===== config.mk =====
export PLATFORM = sky130hd
export DESIGN_NAME = sobel_ctrl
export DESIGN_NICKNAME = d
export VERILOG_FILES = /design/src/sv/sobel_pkg.sv /design/src/sv/sobel_ctrl.sv
export VERILOG_INCLUDE_DIRS = /design/src /design/src/sv
export SDC_FILE = /design/constraint.sdc
export NUM_CORES = 1
export LEC_CHECK = 0
export ABC_AREA = 1
export ABC_CLOCK_PERIOD_IN_PS = 1750
export BUFFER_PORTS_ARGS = -buffer_cell sky130_fd_sc_hd__buf_2
export CORE_MARGIN = 5
export CORE_UTILIZATION = 37
export CTS_CLUSTER_SIZE = 14
export DETAILED_ROUTE_END_ITERATION = 6
export GPL_ROUTABILITY_DRIVEN = 1
export SETUP_SLACK_MARGIN = 0.2
export SKIP_CTS_REPAIR_TIMING = 1
export SLEW_MARGIN = 20
export SYNTH_ARGS = -nofsm -noshare
export SYNTH_HDL_FRONTEND = slang
export SYNTH_SLANG_ARGS = --single-unit

===== constraint.sdc =====
create_clock -name clk -period 1.75 [get_ports clk]
set_input_delay 0.35 -clock clk [delete_from_list [all_inputs] [get_ports clk]]
set_output_delay 0.35 -clock clk [all_outputs]
set_load 0.01 [all_outputs]

===== src/sv/assert_macros.svh =====
// Assertion macros shared by the Sobel edge stream RTL.
`ifndef ASSERT_MACROS_SVH
`define ASSERT_MACROS_SVH

// Property must hold at every clock edge outside reset.
`define SOBEL_ASSERT(label, clk, rst_n, prop, msg) \
	label: assert property (@(posedge clk) disable iff (!rst_n) prop) \
		else $error(msg);

// Condition must never be true at a clock edge outside reset.
`define SOBEL_NEVER(label, clk, rst_n, cond, msg) \
	label: assert property (@(posedge clk) disable iff (!rst_n) !(cond)) \
		else $error(msg);

`endif


===== src/sv/sobel_pkg.sv =====
// Shared constants, codes and stage types of the Sobel edge stream.
`default_nettype none
package sobel_pkg;

	// Frame geometry limits.
	localparam int MAX_WIDTH  = 1024;
	localparam int MAX_HEIGHT = 1024;
	localparam int COL_W      = $clog2(MAX_WIDTH);
	localparam int ROW_W      = $clog2(MAX_HEIGHT);

	// Field and register widths.
	localparam int PIX_W     = 8;
	localparam int RAM_W     = 2 * PIX_W;
	localparam int CFG_W     = 11;
	localparam int CFG_IDX_W = 2;
	localparam int MODE_W    = 2;
	localparam int SUM_W     = PIX_W + 2;
	localparam int MAG_W     = SUM_W;
	localparam int SQ_W      = 2 * MAG_W + 1;
	localparam int THR_SQ_W  = 2 * CFG_W;

	// Register reset values.
	localparam int RESET_WIDTH     = 512;
	localparam int RESET_HEIGHT    = 512;
	localparam int RESET_THRESHOLD = 128;

	typedef enum logic [CFG_IDX_W-1:0] {
		REG_WIDTH,
		REG_HEIGHT,
		REG_MODE,
		REG_THRESHOLD
	} cfg_reg_t;

	typedef enum logic {
		CMD_PIXEL,
		CMD_FLUSH
	} cmd_t;

	typedef enum logic [MODE_W-1:0] {
		MODE_VERT,
		MODE_HORZ,
		MODE_SUM,
		MODE_BINARY
	} mode_t;

	// Source of a result value.
	typedef enum logic [1:0] {
		SEL_LAST_MID,
		SEL_CENTER,
		SEL_SOBEL,
		SEL_RAM
	} sel_t;

	// Control handed from the scan controller to the kernel pipeline.
	typedef struct packed {
		logic             valid;
		logic             write;
		logic             cap_last;
		logic             frame_last;
		sel_t             sel;
		logic [COL_W-1:0] addr;
		logic [PIX_W-1:0] pixel;
	} s1_ctl_t;

endpackage
`default_nettype wire


===== src/sv/sobel_ctrl.sv =====
// Raster scan controller: column/row counters, drain sequencing, line store reads.
`default_nettype none
`include "assert_macros.svh"
module sobel_ctrl (
	input  wire logic                          clk,
	input  wire logic                          arst_n,
	input  wire logic                          advance,
	input  wire logic                          accept,
	input  wire logic                          command,
	input  wire logic [sobel_pkg::PIX_W-1:0]   pixel,
	input  wire logic                          cfg_we,
	input  wire logic [sobel_pkg::CFG_IDX_W-1:0] cfg_index,
	input  wire logic [sobel_pkg::CFG_W-1:0]   cfg_data,
	output logic                               rd_en,
	output logic      [sobel_pkg::COL_W-1:0]   rd_addr,
	output sobel_pkg::s1_ctl_t                 s1_q
);
	import sobel_pkg::*;

	logic [COL_W-1:0] w_last_q;
	logic [ROW_W-1:0] h_last_q;
	logic [COL_W-1:0] col_q, col_d;
	logic [ROW_W-1:0] row_q, row_d;
	logic             drain_q, drain_d;
	logic             first_q, first_d;
	logic             restart;
	s1_ctl_t          s1_d;

	// Clamp a written width to the supported range, kept as last column index.
	function automatic logic [COL_W-1:0] clamp_w(input logic [CFG_W-1:0] v);
		if (v < CFG_W'(3)) begin
			return COL_W'(2);
		end else if (v > CFG_W'(MAX_WIDTH)) begin
			return COL_W'(MAX_WIDTH - 1);
		end
		return COL_W'(v - CFG_W'(1));
	endfunction

	// Clamp a written height, kept as last row index.
	function automatic logic [ROW_W-1:0] clamp_h(input logic [CFG_W-1:0] v);
		if (v < CFG_W'(3)) begin
			return ROW_W'(2);
		end else if (v > CFG_W'(MAX_HEIGHT)) begin
			return ROW_W'(MAX_HEIGHT - 1);
		end
		return ROW_W'(v - CFG_W'(1));
	endfunction

	// A geometry write restarts the frame.
	assign restart = cfg_we && (cfg_reg_t'(cfg_index) == REG_WIDTH ||
		cfg_reg_t'(cfg_index) == REG_HEIGHT);

	assign rd_addr = col_q;

	// Decode the accepted beat against the scan position.
	always_comb begin
		rd_en        = 1'b0;
		s1_d         = '0;
		s1_d.sel     = SEL_SOBEL;
		s1_d.addr    = col_q;
		s1_d.pixel   = pixel;
		col_d        = col_q;
		row_d        = row_q;
		drain_d      = drain_q;
		first_d      = first_q;
		if (accept) begin
			if (cmd_t'(command) == CMD_PIXEL && !drain_q) begin
				rd_en         = 1'b1;
				s1_d.write    = 1'b1;
				s1_d.cap_last = (col_q == w_last_q);
				s1_d.valid    = (row_q >= ROW_W'(2)) || (row_q == ROW_W'(1) && col_q != '0);
				if (col_q == '0) begin
					s1_d.sel = SEL_LAST_MID;
				end else if (row_q == ROW_W'(1) || col_q == COL_W'(1)) begin
					s1_d.sel = SEL_CENTER;
				end
				if (col_q == w_last_q) begin
					col_d = '0;
					if (row_q == h_last_q) begin
						drain_d = 1'b1;
						first_d = 1'b1;
					end else begin
						row_d = row_q + ROW_W'(1);
					end
				end else begin
					col_d = col_q + COL_W'(1);
				end
			end else if (cmd_t'(command) == CMD_FLUSH && drain_q) begin
				s1_d.valid = 1'b1;
				if (first_q) begin
					// Last pixel of the second to last row comes from the held copy.
					s1_d.sel = SEL_LAST_MID;
					first_d  = 1'b0;
				end else begin
					rd_en    = 1'b1;
					s1_d.sel = SEL_RAM;
					if (col_q == w_last_q) begin
						s1_d.frame_last = 1'b1;
						col_d           = '0;
						row_d           = '0;
						drain_d         = 1'b0;
					end else begin
						col_d = col_q + COL_W'(1);
					end
				end
			end
		end
	end

	// Geometry, scan counters and the stage-1 control register.
	always_ff @(posedge clk or negedge arst_n) begin
		if (!arst_n) begin
			w_last_q <= COL_W'(RESET_WIDTH - 1);
			h_last_q <= ROW_W'(RESET_HEIGHT - 1);
			col_q    <= '0;
			row_q    <= '0;
			drain_q  <= 1'b0;
			first_q  <= 1'b0;
			s1_q     <= '0;
		end else begin
			if (cfg_we && cfg_reg_t'(cfg_index) == REG_WIDTH) begin
				w_last_q <= clamp_w(cfg_data);
			end
			if (cfg_we && cfg_reg_t'(cfg_index) == REG_HEIGHT) begin
				h_last_q <= clamp_h(cfg_data);
			end
			if (restart) begin
				col_q   <= '0;
				row_q   <= '0;
				drain_q <= 1'b0;
				first_q <= 1'b0;
			end else begin
				col_q   <= col_d;
				row_q   <= row_d;
				drain_q <= drain_d;
				first_q <= first_d;
			end
			if (advance) begin
				s1_q <= s1_d;
			end
		end
	end

	`SOBEL_ASSERT(a_col_in_row, clk, arst_n, col_q <= w_last_q, "column counter past row end")
	`SOBEL_ASSERT(a_row_in_frame, clk, arst_n, row_q <= h_last_q, "row counter past frame end")
	`SOBEL_ASSERT(a_first_drain, clk, arst_n, first_q |-> (drain_q && col_q == '0),
		"drain start flag outside drain")

endmodule
`default_nettype wire


==> run metrics <==
Setup crit start kind=flip-flop; TritonCTS clock tree=yes; vias per cell=4.783; CTS root buf=clkbuf_8; Seq cells post-synth=66; xor/xnor cell area share of the yosys netlist=3.922%; antenna violations before repair=0; period utilization=92.86%; H-Tree Depth=3; cells after synthesis=550; post-synthesis mux area share=0%; Least-Margin Pin Slew=363.7 ps; syn avg cell area=7.309 µm²; CTS clk-pin slew, worst paths=80 ps; first-pass GRT wire length=15.95 mm; final hold viol count=0; GPL Wtd Cong=0.8492; number of global-route vias before repair=3419; Max-Cap Viols=0; Nets=668; antenna cells=0; Area Overhead vs Synth=25.02%; fin crit period=1625 ps; core area=10750 µm²; WS Path Type=flip-flop to output port; full die area=13050 µm²; fraction of the mapped netlist area in adder cells=2.490%; Placed Cells=747; gr ovfl total=0; Avg WL per Cell=12.89 µm; status=finished clean; total number of vias=3721; Slew Limit Fails=0; sequential area share after synthesis=41.64%; CP Cell Sequence=nor2_4 > inv_4 > nand2_2 > nand2_2 > inv_2 > buf_6; Critical Path Slowest Stage Cell=dfrtp_2; post-synthesis simple-gate area fraction=32.99%; Clk Latency, worst-skew pair=350 ps; clock buffer depth=2; Worst Hold Class=input pin to async pin; crit end category=output port; share of post-route cells with drive strength above 1=33.23%; Yosys warnings=0; Starting Density=37.41%; final worst slack=125.0 ps; CTS Buf Count=9; CTS sink count=66; Max Clk Rate=615.4 MHz; clock skew=10.98 ps; pre-CTS WS=-96.92 ps; gr usage total=14.89%; # IOs=62; Syn Std Cell Area=4020 µm²; Iter 0 DRT Violations=242; Die Y-Extent=114.2 µm; Layout Cells excl Fill=778; pin count of the biggest net entering global routing=67; largest family of logic cells by synthesized area=simple AND/OR/NAND/NOR gates; Worst Path Max Fanout=5; Slew HR=75.66%; unrepaired setup endpoints after global routing=yes; Leak=2.578 nW; final core occ=46.77%; final setup fails=0; Synth Area in Compound Gates=7.750%; CP most frequent cell=nand2_2; DRT Pass-1 Iters=4; # port buffers=61; WP data arrival=1270 ps; Slowest Stage Delay on Critical Path=440 ps; synth unique cells=34; routed wire length=10.03 mm; worst vdd ir=0.0004985 V; PD cells=916.0 nW/µm²; Die X=114.2 µm; Post-DP HPWL=7.267 mm; DRT antenna net count=0; Worst EP required=1400 ps; row count=38; # DRC=0; Post-Syn Nets=585
[power breakdown]
group	internal [mW]	switching, mW	total, mW
combinational	0.529	0.757	1.29
clock	0.766	0.593	1.36
sequential	1.78	0.182	1.96
[kinds of logic after synthesis]
logic type / after synthesis
DFF: 66
AOI/OAI and AO/OA: 59
adders and majority gates: 8
buffers and inverters: 99
xor gates and xnor gates: 18
and+or+nand+nor: 300
[worst max-delay path: cells and delay by family (launching register included)]
kind	cells	cell delay, ps
simple gates	3	250
flops	1	440
buf+inv	3	240
[per-layer routing]
metal | global-route usage, % | up-vias | routed length, µm
met5 | 0 | - | 0
met3 | 2.431 | 16 | 529
met4 | 5.542 | 0 | 192
met2 | 23.69 | 86 | 4527
met1 | 20.42 | 1716 | 4780
li1 | - | 1903 | -
[placed cells by master, fill, tap and decap left out, drive strengths merged]
cell | Yosys | final
a21oi | 11 | 11
a22oi | 1 | 1
a31oi | 2 | 2
buf | 24 | 97
clkbuf | 3 | 15
clkinv | 2 | 3
dfrtp | 48 | 48
dfstp | 18 | 18
ha | 8 | 8
inv | 70 | 71
nand2 | 191 | 191
nand3 | 30 | 31
nand3b | 2 | 2
nand4 | 25 | 25
nor2 | 51 | 51
nor4 | 1 | 1
o21ai | 43 | 43
o22ai | 1 | 1
o31ai | 1 | 1
xnor2 | 6 | 6
xor2 | 12 | 12
[final cells by class]
type	instances	area [µm²]
repair buffers	98	645.6
flip-flops and latches	66	1689
inverters	72	275.3
multi-input cells	386	2022
well taps	140	175.2
clock inverters	2	13.76
fillers	1092	5719
clock buffers	14	205.2
[through the flow]
step                      power, mW  instance area [µm²]  hold WS [ps]  setup TNS (ps)
after floorplan               2.691                 4020         54.41               0
after global placement        3.037                 4506         393.2          -48.26
after detailed placement      3.064                 4506         397.3          -901.2
after CTS                     4.436                 4725         14.88          -31.65
after global routing          4.884                 5026         41.52               0
final                         4.604                 5026         10.28               0
[sequential cells by signal, indices dropped and copies added (netlist names)]
register	flops
row_q	10
drain_q	1
first_q	1
w_last_q	10
s1_q	24
rd_addr	10
h_last_q	10
[Yosys cell counts, drive strengths merged]
cell type | instances | area share [%]
o22ai | 1 | 0.16
clkinv | 2 | 0.19
nand2 | 191 | 19
dfstp | 18 | 12
o31ai | 1 | 0.19
dfrtp | 48 | 30
nand4 | 25 | 3.9
a31oi | 2 | 0.31
ha | 8 | 2.5
nand3b | 2 | 0.37
o21ai | 43 | 5.4
buf | 24 | 4.2
xnor2 | 6 | 1.3
nor2 | 51 | 5.4
a22oi | 1 | 0.19
nor4 | 1 | 0.16
inv | 70 | 6.5
clkbuf | 3 | 0.28
nand3 | 30 | 4.4
a21oi | 11 | 1.5
xor2 | 12 | 2.6
[worst paths after layout]
| kind | cells past startpoint | startpoint | slack (ps) | to |
|---|---|---|---|---|
| max reg2reg | 10 | drain_q | 140 | rd_addr[3] |
| max | 6 | drain_q | 130 | rd_en |
| min in group clk | 3 | pixel[0] | 200 | s1_q[0] |
| min reg2reg | 2 | s1_q[0] | 470 | s1_q[0] |
| min | 2 | arst_n | 10 | s1_q[12] |
| max in group asynchronous | 2 | arst_n | 1420 | w_last_q[0] |
(Power assumes the default switching activity.)
