$ cat src/sv/assert_macros.svh
// Assertion macros shared by the Sobel edge stream RTL.
`ifndef ASSERT_MACROS_SVH
`define ASSERT_MACROS_SVH

// Property must hold at every clock edge outside reset.
`define SOBEL_ASSERT(label, clk, rst_n, prop, msg) \
	label: assert property (@(posedge clk) disable iff (!rst_n) prop) \
		else $error(msg);

// Condition must never be true at a clock edge outside reset.
`define SOBEL_NEVER(label, clk, rst_n, cond, msg) \
	label: assert property (@(posedge clk) disable iff (!rst_n) !(cond)) \
		else $error(msg);

`endif

$ cat src/sv/sobel_pkg.sv
// Shared constants, codes and stage types of the Sobel edge stream.
`default_nettype none
package sobel_pkg;

	// Frame geometry limits.
	localparam int MAX_WIDTH  = 1024;
	localparam int MAX_HEIGHT = 1024;
	localparam int COL_W      = $clog2(MAX_WIDTH);
	localparam int ROW_W      = $clog2(MAX_HEIGHT);

	// Field and register widths.
	localparam int PIX_W     = 8;
	localparam int RAM_W     = 2 * PIX_W;
	localparam int CFG_W     = 11;
	localparam int CFG_IDX_W = 2;
	localparam int MODE_W    = 2;
	localparam int SUM_W     = PIX_W + 2;
	localparam int MAG_W     = SUM_W;
	localparam int SQ_W      = 2 * MAG_W + 1;
	localparam int THR_SQ_W  = 2 * CFG_W;

	// Register reset values.
	localparam int RESET_WIDTH     = 512;
	localparam int RESET_HEIGHT    = 512;
	localparam int RESET_THRESHOLD = 128;

	typedef enum logic [CFG_IDX_W-1:0] {
		REG_WIDTH,
		REG_HEIGHT,
		REG_MODE,
		REG_THRESHOLD
	} cfg_reg_t;

	typedef enum logic {
		CMD_PIXEL,
		CMD_FLUSH
	} cmd_t;

	typedef enum logic [MODE_W-1:0] {
		MODE_VERT,
		MODE_HORZ,
		MODE_SUM,
		MODE_BINARY
	} mode_t;

	// Source of a result value.
	typedef enum logic [1:0] {
		SEL_LAST_MID,
		SEL_CENTER,
		SEL_SOBEL,
		SEL_RAM
	} sel_t;

	// Control handed from the scan controller to the kernel pipeline.
	typedef struct packed {
		logic             valid;
		logic             write;
		logic             cap_last;
		logic             frame_last;
		sel_t             sel;
		logic [COL_W-1:0] addr;
		logic [PIX_W-1:0] pixel;
	} s1_ctl_t;

endpackage
`default_nettype wire

$ cat src/sv/sobel_kernel.sv
// Window, gradient and mode pipeline with the output register.
`default_nettype none
`include "assert_macros.svh"
module sobel_kernel (
	input  wire logic                            clk,
	input  wire logic                            arst_n,
	input  wire logic                            advance,
	input  wire sobel_pkg::s1_ctl_t              s1_q,
	input  wire logic [sobel_pkg::RAM_W-1:0]     rd_data,
	input  wire logic                            cfg_we,
	input  wire logic [sobel_pkg::CFG_IDX_W-1:0] cfg_index,
	input  wire logic [sobel_pkg::CFG_W-1:0]     cfg_data,
	output logic                                 wr_en,
	output logic      [sobel_pkg::COL_W-1:0]     wr_addr,
	output logic      [sobel_pkg::RAM_W-1:0]     wr_data,
	output logic                                 out_valid,
	output logic      [sobel_pkg::PIX_W-1:0]     out_value,
	output logic                                 out_last
);
	import sobel_pkg::*;

	mode_t              mode_q;
	logic [CFG_W-1:0]    thr_q;
	logic [THR_SQ_W-1:0] thr_sq_q;

	logic [PIX_W-1:0] win_q [3][3];
	logic [PIX_W-1:0] nw    [3][3];
	logic [PIX_W-1:0] last_mid_q;
	logic [PIX_W-1:0] top, mid, pass_v;
	logic [SUM_W-1:0] sum_t, sum_b, sum_l, sum_r;
	logic signed [SUM_W:0] dy, dx;
	logic [MAG_W-1:0] gy, gx;

	logic             v_s2, last_s2, sobel_s2;
	logic [PIX_W-1:0] pass_s2;
	logic [MAG_W-1:0] gx_s2, gy_s2;

	logic [2*MAG_W-1:0] gx2, gy2;
	logic [SQ_W-1:0]    sq_sum;
	logic [MAG_W:0]     abs_sum;
	logic [PIX_W-1:0]   lin;

	logic             v_s3, last_s3, sobel_s3;
	logic [PIX_W-1:0] pass_s3, lin_s3;
	logic [SQ_W-1:0]  sq_s3;
	logic [PIX_W-1:0] result;

	logic             out_valid_q, out_last_q;
	logic [PIX_W-1:0] out_value_q;

	// Saturate a magnitude to the pixel range.
	function automatic logic [PIX_W-1:0] sat(input logic [MAG_W:0] v);
		if (v > (MAG_W+1)'(2**PIX_W - 1)) begin
			return {PIX_W{1'b1}};
		end
		return v[PIX_W-1:0];
	endfunction

	// Mode and threshold registers; the squared threshold follows in the next cycle.
	always_ff @(posedge clk or negedge arst_n) begin
		if (!arst_n) begin
			mode_q   <= MODE_SUM;
			thr_q    <= CFG_W'(RESET_THRESHOLD);
			thr_sq_q <= THR_SQ_W'(RESET_THRESHOLD * RESET_THRESHOLD);
		end else begin
			if (cfg_we && cfg_reg_t'(cfg_index) == REG_MODE) begin
				mode_q <= mode_t'(cfg_data[MODE_W-1:0]);
			end
			if (cfg_we && cfg_reg_t'(cfg_index) == REG_THRESHOLD) begin
				thr_q <= cfg_data;
			end
			thr_sq_q <= THR_SQ_W'(thr_q) * THR_SQ_W'(thr_q);
		end
	end

	// Line store word holds the row above in the high byte, two rows above low.
	assign top = rd_data[PIX_W-1:0];
	assign mid = rd_data[RAM_W-1:PIX_W];

	// Write back: the row above moves down, the new pixel becomes the row above.
	assign wr_en   = advance && s1_q.write;
	assign wr_addr = s1_q.addr;
	assign wr_data = {s1_q.pixel, mid};

	// Window after the shift by one column.
	always_comb begin
		for (int i = 0; i < 3; i++) begin
			nw[i][0] = win_q[i][1];
			nw[i][1] = win_q[i][2];
		end
		nw[0][2] = top;
		nw[1][2] = mid;
		nw[2][2] = s1_q.pixel;
	end

	// Gradients over the shifted window, weights 1,2,1.
	always_comb begin
		sum_t = SUM_W'(nw[0][0]) + {1'b0, nw[0][1], 1'b0} + SUM_W'(nw[0][2]);
		sum_b = SUM_W'(nw[2][0]) + {1'b0, nw[2][1], 1'b0} + SUM_W'(nw[2][2]);
		sum_l = SUM_W'(nw[0][0]) + {1'b0, nw[1][0], 1'b0} + SUM_W'(nw[2][0]);
		sum_r = SUM_W'(nw[0][2]) + {1'b0, nw[1][2], 1'b0} + SUM_W'(nw[2][2]);
		dy    = $signed({1'b0, sum_b}) - $signed({1'b0, sum_t});
		dx    = $signed({1'b0, sum_r}) - $signed({1'b0, sum_l});
		gy    = dy[SUM_W] ? MAG_W'(-dy) : dy[MAG_W-1:0];
		gx    = dx[SUM_W] ? MAG_W'(-dx) : dx[MAG_W-1:0];
	end

	// Value of border pixels and drained results.
	always_comb begin
		case (s1_q.sel)
			SEL_LAST_MID: pass_v = last_mid_q;
			SEL_CENTER:   pass_v = win_q[1][2];
			SEL_RAM:      pass_v = mid;
			default:      pass_v = '0;
		endcase
	end

	// Squares, abs sum and the saturated modes.
	always_comb begin
		gx2     = (2*MAG_W)'(gx_s2) * (2*MAG_W)'(gx_s2);
		gy2     = (2*MAG_W)'(gy_s2) * (2*MAG_W)'(gy_s2);
		sq_sum  = SQ_W'(gx2) + SQ_W'(gy2);
		abs_sum = (MAG_W+1)'(gx_s2) + (MAG_W+1)'(gy_s2);
		case (mode_q)
			MODE_VERT: lin = sat((MAG_W+1)'(gy_s2));
			MODE_HORZ: lin = sat((MAG_W+1)'(gx_s2));
			default:   lin = sat(abs_sum);
		endcase
	end

	// Final selection, binary mode compares squared magnitudes.
	always_comb begin
		if (!sobel_s3) begin
			result = pass_s3;
		end else if (mode_q == MODE_BINARY) begin
			result = (THR_SQ_W'(sq_s3) >= thr_sq_q) ? {PIX_W{1'b1}} : '0;
		end else begin
			result = lin_s3;
		end
	end

	// Payload pipeline registers.
	always_ff @(posedge clk) begin
		if (advance) begin
			if (s1_q.write) begin
				for (int i = 0; i < 3; i++) begin
					for (int j = 0; j < 3; j++) begin
						win_q[i][j] <= nw[i][j];
					end
				end
			end
			if (s1_q.cap_last) begin
				last_mid_q <= mid;
			end
			pass_s2     <= pass_v;
			gx_s2       <= gx;
			gy_s2       <= gy;
			pass_s3     <= pass_s2;
			lin_s3      <= lin;
			sq_s3       <= sq_sum;
			out_value_q <= result;
		end
	end

	// Stage valid bits and the output beat.
	always_ff @(posedge clk or negedge arst_n) begin
		if (!arst_n) begin
			v_s2        <= 1'b0;
			last_s2     <= 1'b0;
			sobel_s2    <= 1'b0;
			v_s3        <= 1'b0;
			last_s3     <= 1'b0;
			sobel_s3    <= 1'b0;
			out_valid_q <= 1'b0;
			out_last_q  <= 1'b0;
		end else if (advance) begin
			v_s2        <= s1_q.valid;
			last_s2     <= s1_q.frame_last;
			sobel_s2    <= (s1_q.sel == SEL_SOBEL);
			v_s3        <= v_s2;
			last_s3     <= last_s2;
			sobel_s3    <= sobel_s2;
			out_valid_q <= v_s3;
			out_last_q  <= last_s3;
		end
	end

	assign out_valid = out_valid_q;
	assign out_value = out_value_q;
	assign out_last  = out_last_q;

	`SOBEL_NEVER(a_last_is_border, clk, arst_n, v_s3 && last_s3 && sobel_s3,
		"frame end marked on an interior pixel")

endmodule
`default_nettype wire

$ cat config.mk
export PLATFORM = sky130hd
export DESIGN_NAME = sobel_kernel
export DESIGN_NICKNAME = d
export VERILOG_FILES = /design/src/sv/sobel_pkg.sv /design/src/sv/sobel_kernel.sv
export VERILOG_INCLUDE_DIRS = /design/src /design/src/sv
export SDC_FILE = /design/constraint.sdc
export NUM_CORES = 1
export LEC_CHECK = 0
export BUFFER_PORTS_ARGS = -buffer_cell sky130_fd_sc_hd__buf_2
export CAP_MARGIN = 20
export CORE_AREA = 8 8 145 214
export CTS_CLUSTER_DIAMETER = 80
export DETAILED_ROUTE_END_ITERATION = 12
export DIE_AREA = 0 0 153 222
export GPL_TIMING_DRIVEN = 0
export PLACE_DENSITY = 0.84
export SYNTH_ARGS = -nofsm -noshare
export SYNTH_HDL_FRONTEND = slang
export SYNTH_SLANG_ARGS = --single-unit
$ cat constraint.sdc
create_clock -name clk -period 9.55 [get_ports clk]
set_input_delay 0 -clock clk [delete_from_list [all_inputs] [get_ports clk]]
set_output_delay 0 -clock clk [all_outputs]
set_load 0.02 [all_outputs]
==> summary.md <==
| Metric | Value |
|---|---|
| Total gr overflow | 0 |
| GRT Total Usage | 0.247 |
| Area growth syn-to-layout | 11.0% |
| Fraction of registers with async set/reset | 0.246 |
| Seq/Total Area, Yosys | 0.272 |
| Core area | 27900 µm² |
| Synth cell types | 64 |
| Top-area cell type share of the netlist area | 0.284 |
| WP data arrival | ~7.3 ns |
| Worst r2r path cells | 20 |
| Clock latency on the worst-skew pair | about 0.45 ns |
| Worst slew pin tran | 0.705 ns |
| Hold Path Stages | 2 |
| Syn Nets | 2173 |
| Max Cap Violations | 0 |
| Top-count cell post-synth | inv_1 |
| # clock sinks | around 170 |
| CTS tree | done |
| Worst r2r src | gy_s2[7] |
| Flop-to-flop setup slack | 2.41 ns |
| Total CTS buffers | 17 |
| Largest net degree at the start of global routing | 76 |
| First-pass GRT wire length | approximately 66000 µm |
| Worst Skew | 0.0142 ns |
| CP Capture Type | flop |
| Drt initial violations | roughly 620 |
| Root Buffer | clkbuf_16 |
| Post-CTS resize count | 0 |
| Post-synth EDFFs | 129 |
| H-tree depth | 4 |
| Number of global-route vias before repair | 14011 |
| Starting Density | 0.649 |
| Final period util | 0.748 |
| GPL Wtd Cong | 0.922 |
| Hold wc startpoint | s1_q[22] |
| Slew Limit Fails | 0 |
| Min cycle time layout | 7.14 ns |
| Post-CTS Setup Inserts | 0 |
| Yosys warns | 0 |
| Slew margin rel. | 0.530 |
| Outcome | complete, no violations |
| Worst setup SP type | flop |
| DRT antenna net count | 0 |
| Reg clk slew, reported paths | 0.08 ns |
| Cell count after synthesis | 1670 |
| Top cells by area, synth | fa_1 28%, edfxtp_1 21%, ha_1 13%, inv_1 7.6%, dfrtp_1 5.4% |
| Syn Area/Cell | 10.8 µm² |
| Post-route DRC violation count | 0 |
| Final #Nets | ~2300 |
| CTS max path bufs | 2 |
| Ant diodes | 0 |
| Share of post-route cells with drive strength above 1 | 0.108 |
| FF-to-FF End | sq_s3[16] |
| Final Hold Vio Count | 0 |
| Post-synth top flop | edfxtp_1 |
| Antenna violations before repair | 0 |
| Die H | approximately 220 µm |
| DPL Wire Length | 30900 µm |
| RSZ-0062 raised after global routing | false |
| Setup TNS | 0 ns |
| WL final | 40500 µm |
| Die width | 153 µm |
| Die ar. | between 30000 and 40000 µm² |
| Via density | 5.66 |
| Synthesized flop and latch total | 171 |
| Filler cells | roughly 1800 |
| Vias | 12304 |
| Hold/Removal Path Class | primary input to flop |
| Type of the worst setup path | flop to flop |
| Worst EP required | 9.74 ns |
| Final Setup Violations | 0 |
| Peak Freq | 140 MHz |
| Drt pass-1 iters | 5 |
| Multi-input gate area | 11400 µm² |
| Area of the mapped netlist | 18100 µm² |
| Hold Path End | win_q[1][9] |
| Post-synth top area cell | fa_1 |
| Std cell rows | 75 |
| I/O pin total | 94 |
| Routed WL per cell | 18.6 µm |
| Reg area | 4930 µm² |
| Port Buffer Count | 81 |
| WHS | 0.0450 ns |
| Crit path max fanout | 10 |
| Top cells by count, synth | 368 x inv_1, 257 x fa_1, 189 x ha_1 |
[critical path, stage by stage, from the launching register on]
cell and delay (ns):
edfxtp_1 0.50, clkbuf_1 0.49, inv_1 0.18, nor2_1 0.30
fa_1 0.51, ha_1 0.32, a21oi_1 0.21, fa_1 0.48
fa_1 0.57, fa_1 0.44, fa_1 0.57, inv_1 0.06
fa_1 0.47, ha_1 0.38, a21o_1 0.19, a2111o_1 0.42
a21oi_1 0.20, o21bai_1 0.15, a21o_1 0.21, a21oi_2 0.16
xnor2_1 0.08
[stage by stage]
stage	setup slack [ns]	cell area, µm²	utilization	instances
2_1_floorplan	3.19	18100	-	1670
3_3_place_gp	2.58	18900	0.679	2097
3_5_place_dp	2.44	19000	0.681	2099
4_1_cts	2.41	20000	0.719	2171
5_1_grt	2.11	20100	0.720	2175
6_report	2.41	20100	0.720	2175
[per-layer routing]
metal,wire (µm),track usage,vias up
li1,-,-,5594
met1,14000,0.241,6208
met2,22400,0.473,340
met3,1310,0.0351,162
met4,2760,0.166,0
met5,0,0,-
[registers in the layout, indices dropped and copies added, names as in the netlist]
name	count
sq_s3	21
out_valid	1
mode_q	2
lin_s3	8
gy_s2	10
thr_q	11
sobel_s3	1
out_last	1
v_s2	1
sobel_s2	1
pass_s3	8
thr_sq_q	21
win_q	48
gx_s2	10
v_s3	1
last_s2	1
last_mid_q	8
out_value	8
pass_s2	8
last_s3	1
[timing repair]
item                                   4_1_cts  5_1_grt
hold buffers                                40        3
endpoints found under the hold margin       93        9
setup endpoints to repair                    0        0
[cells by family after synthesis]
kind of cell | count (synthesis) | synth area share
multiplexers | 31 | 0.0187
XOR/XNOR | 81 | 0.0392
buffers and inverters | 438 | 0.0965
adder cells (fa/ha/maj) | 446 | 0.415
AND/OR/NAND/NOR | 314 | 0.0860
AO/OA/AOI/OAI | 189 | 0.0721
flip-flops | 171 | 0.272
[worst max-delay path by stage]
stage | endpoint | cells past startpoint | slack, ns | startpoint
CTS | sq_s3[20] | 20 | 2.41 | gy_s2[7]
finish | sq_s3[16] | 20 | 2.41 | gy_s2[7]
global placement | sq_s3[20] | 20 | 2.58 | gy_s2[7]
floorplan | sq_s3[16] | 21 | 3.19 | gx_s2[3]
detailed placement | sq_s3[16] | 20 | 2.44 | gy_s2[7]
global route | sq_s3[16] | 20 | 2.11 | gy_s2[7]
[cells in the final DEF, fill, tap and decap left out, types with 48 or more instances in the layout]
cell type,instances
ha_1,189
buf_2,83
edfxtp_1,129
fa_1,257
xnor2_1,57
inv_1,368
and2_1,79
a21oi_1,48
nand2_1,103
nor2_1,56
[area by class of cell]
type,instances,share of cell area
Multi-Input combinational cell,1061,0.569
Sequential cell,171,0.245
Inverter,368,0.0688
Timing Repair Buffer,127,0.0451
Tap cell,346,0.0216
Clock buffer,17,0.0212
Buffer,70,0.0181
Clock inverter,15,0.0108
Power is not shown: default switching activity piles up to over one toggle a cycle in this logic, so the estimate is an artifact.
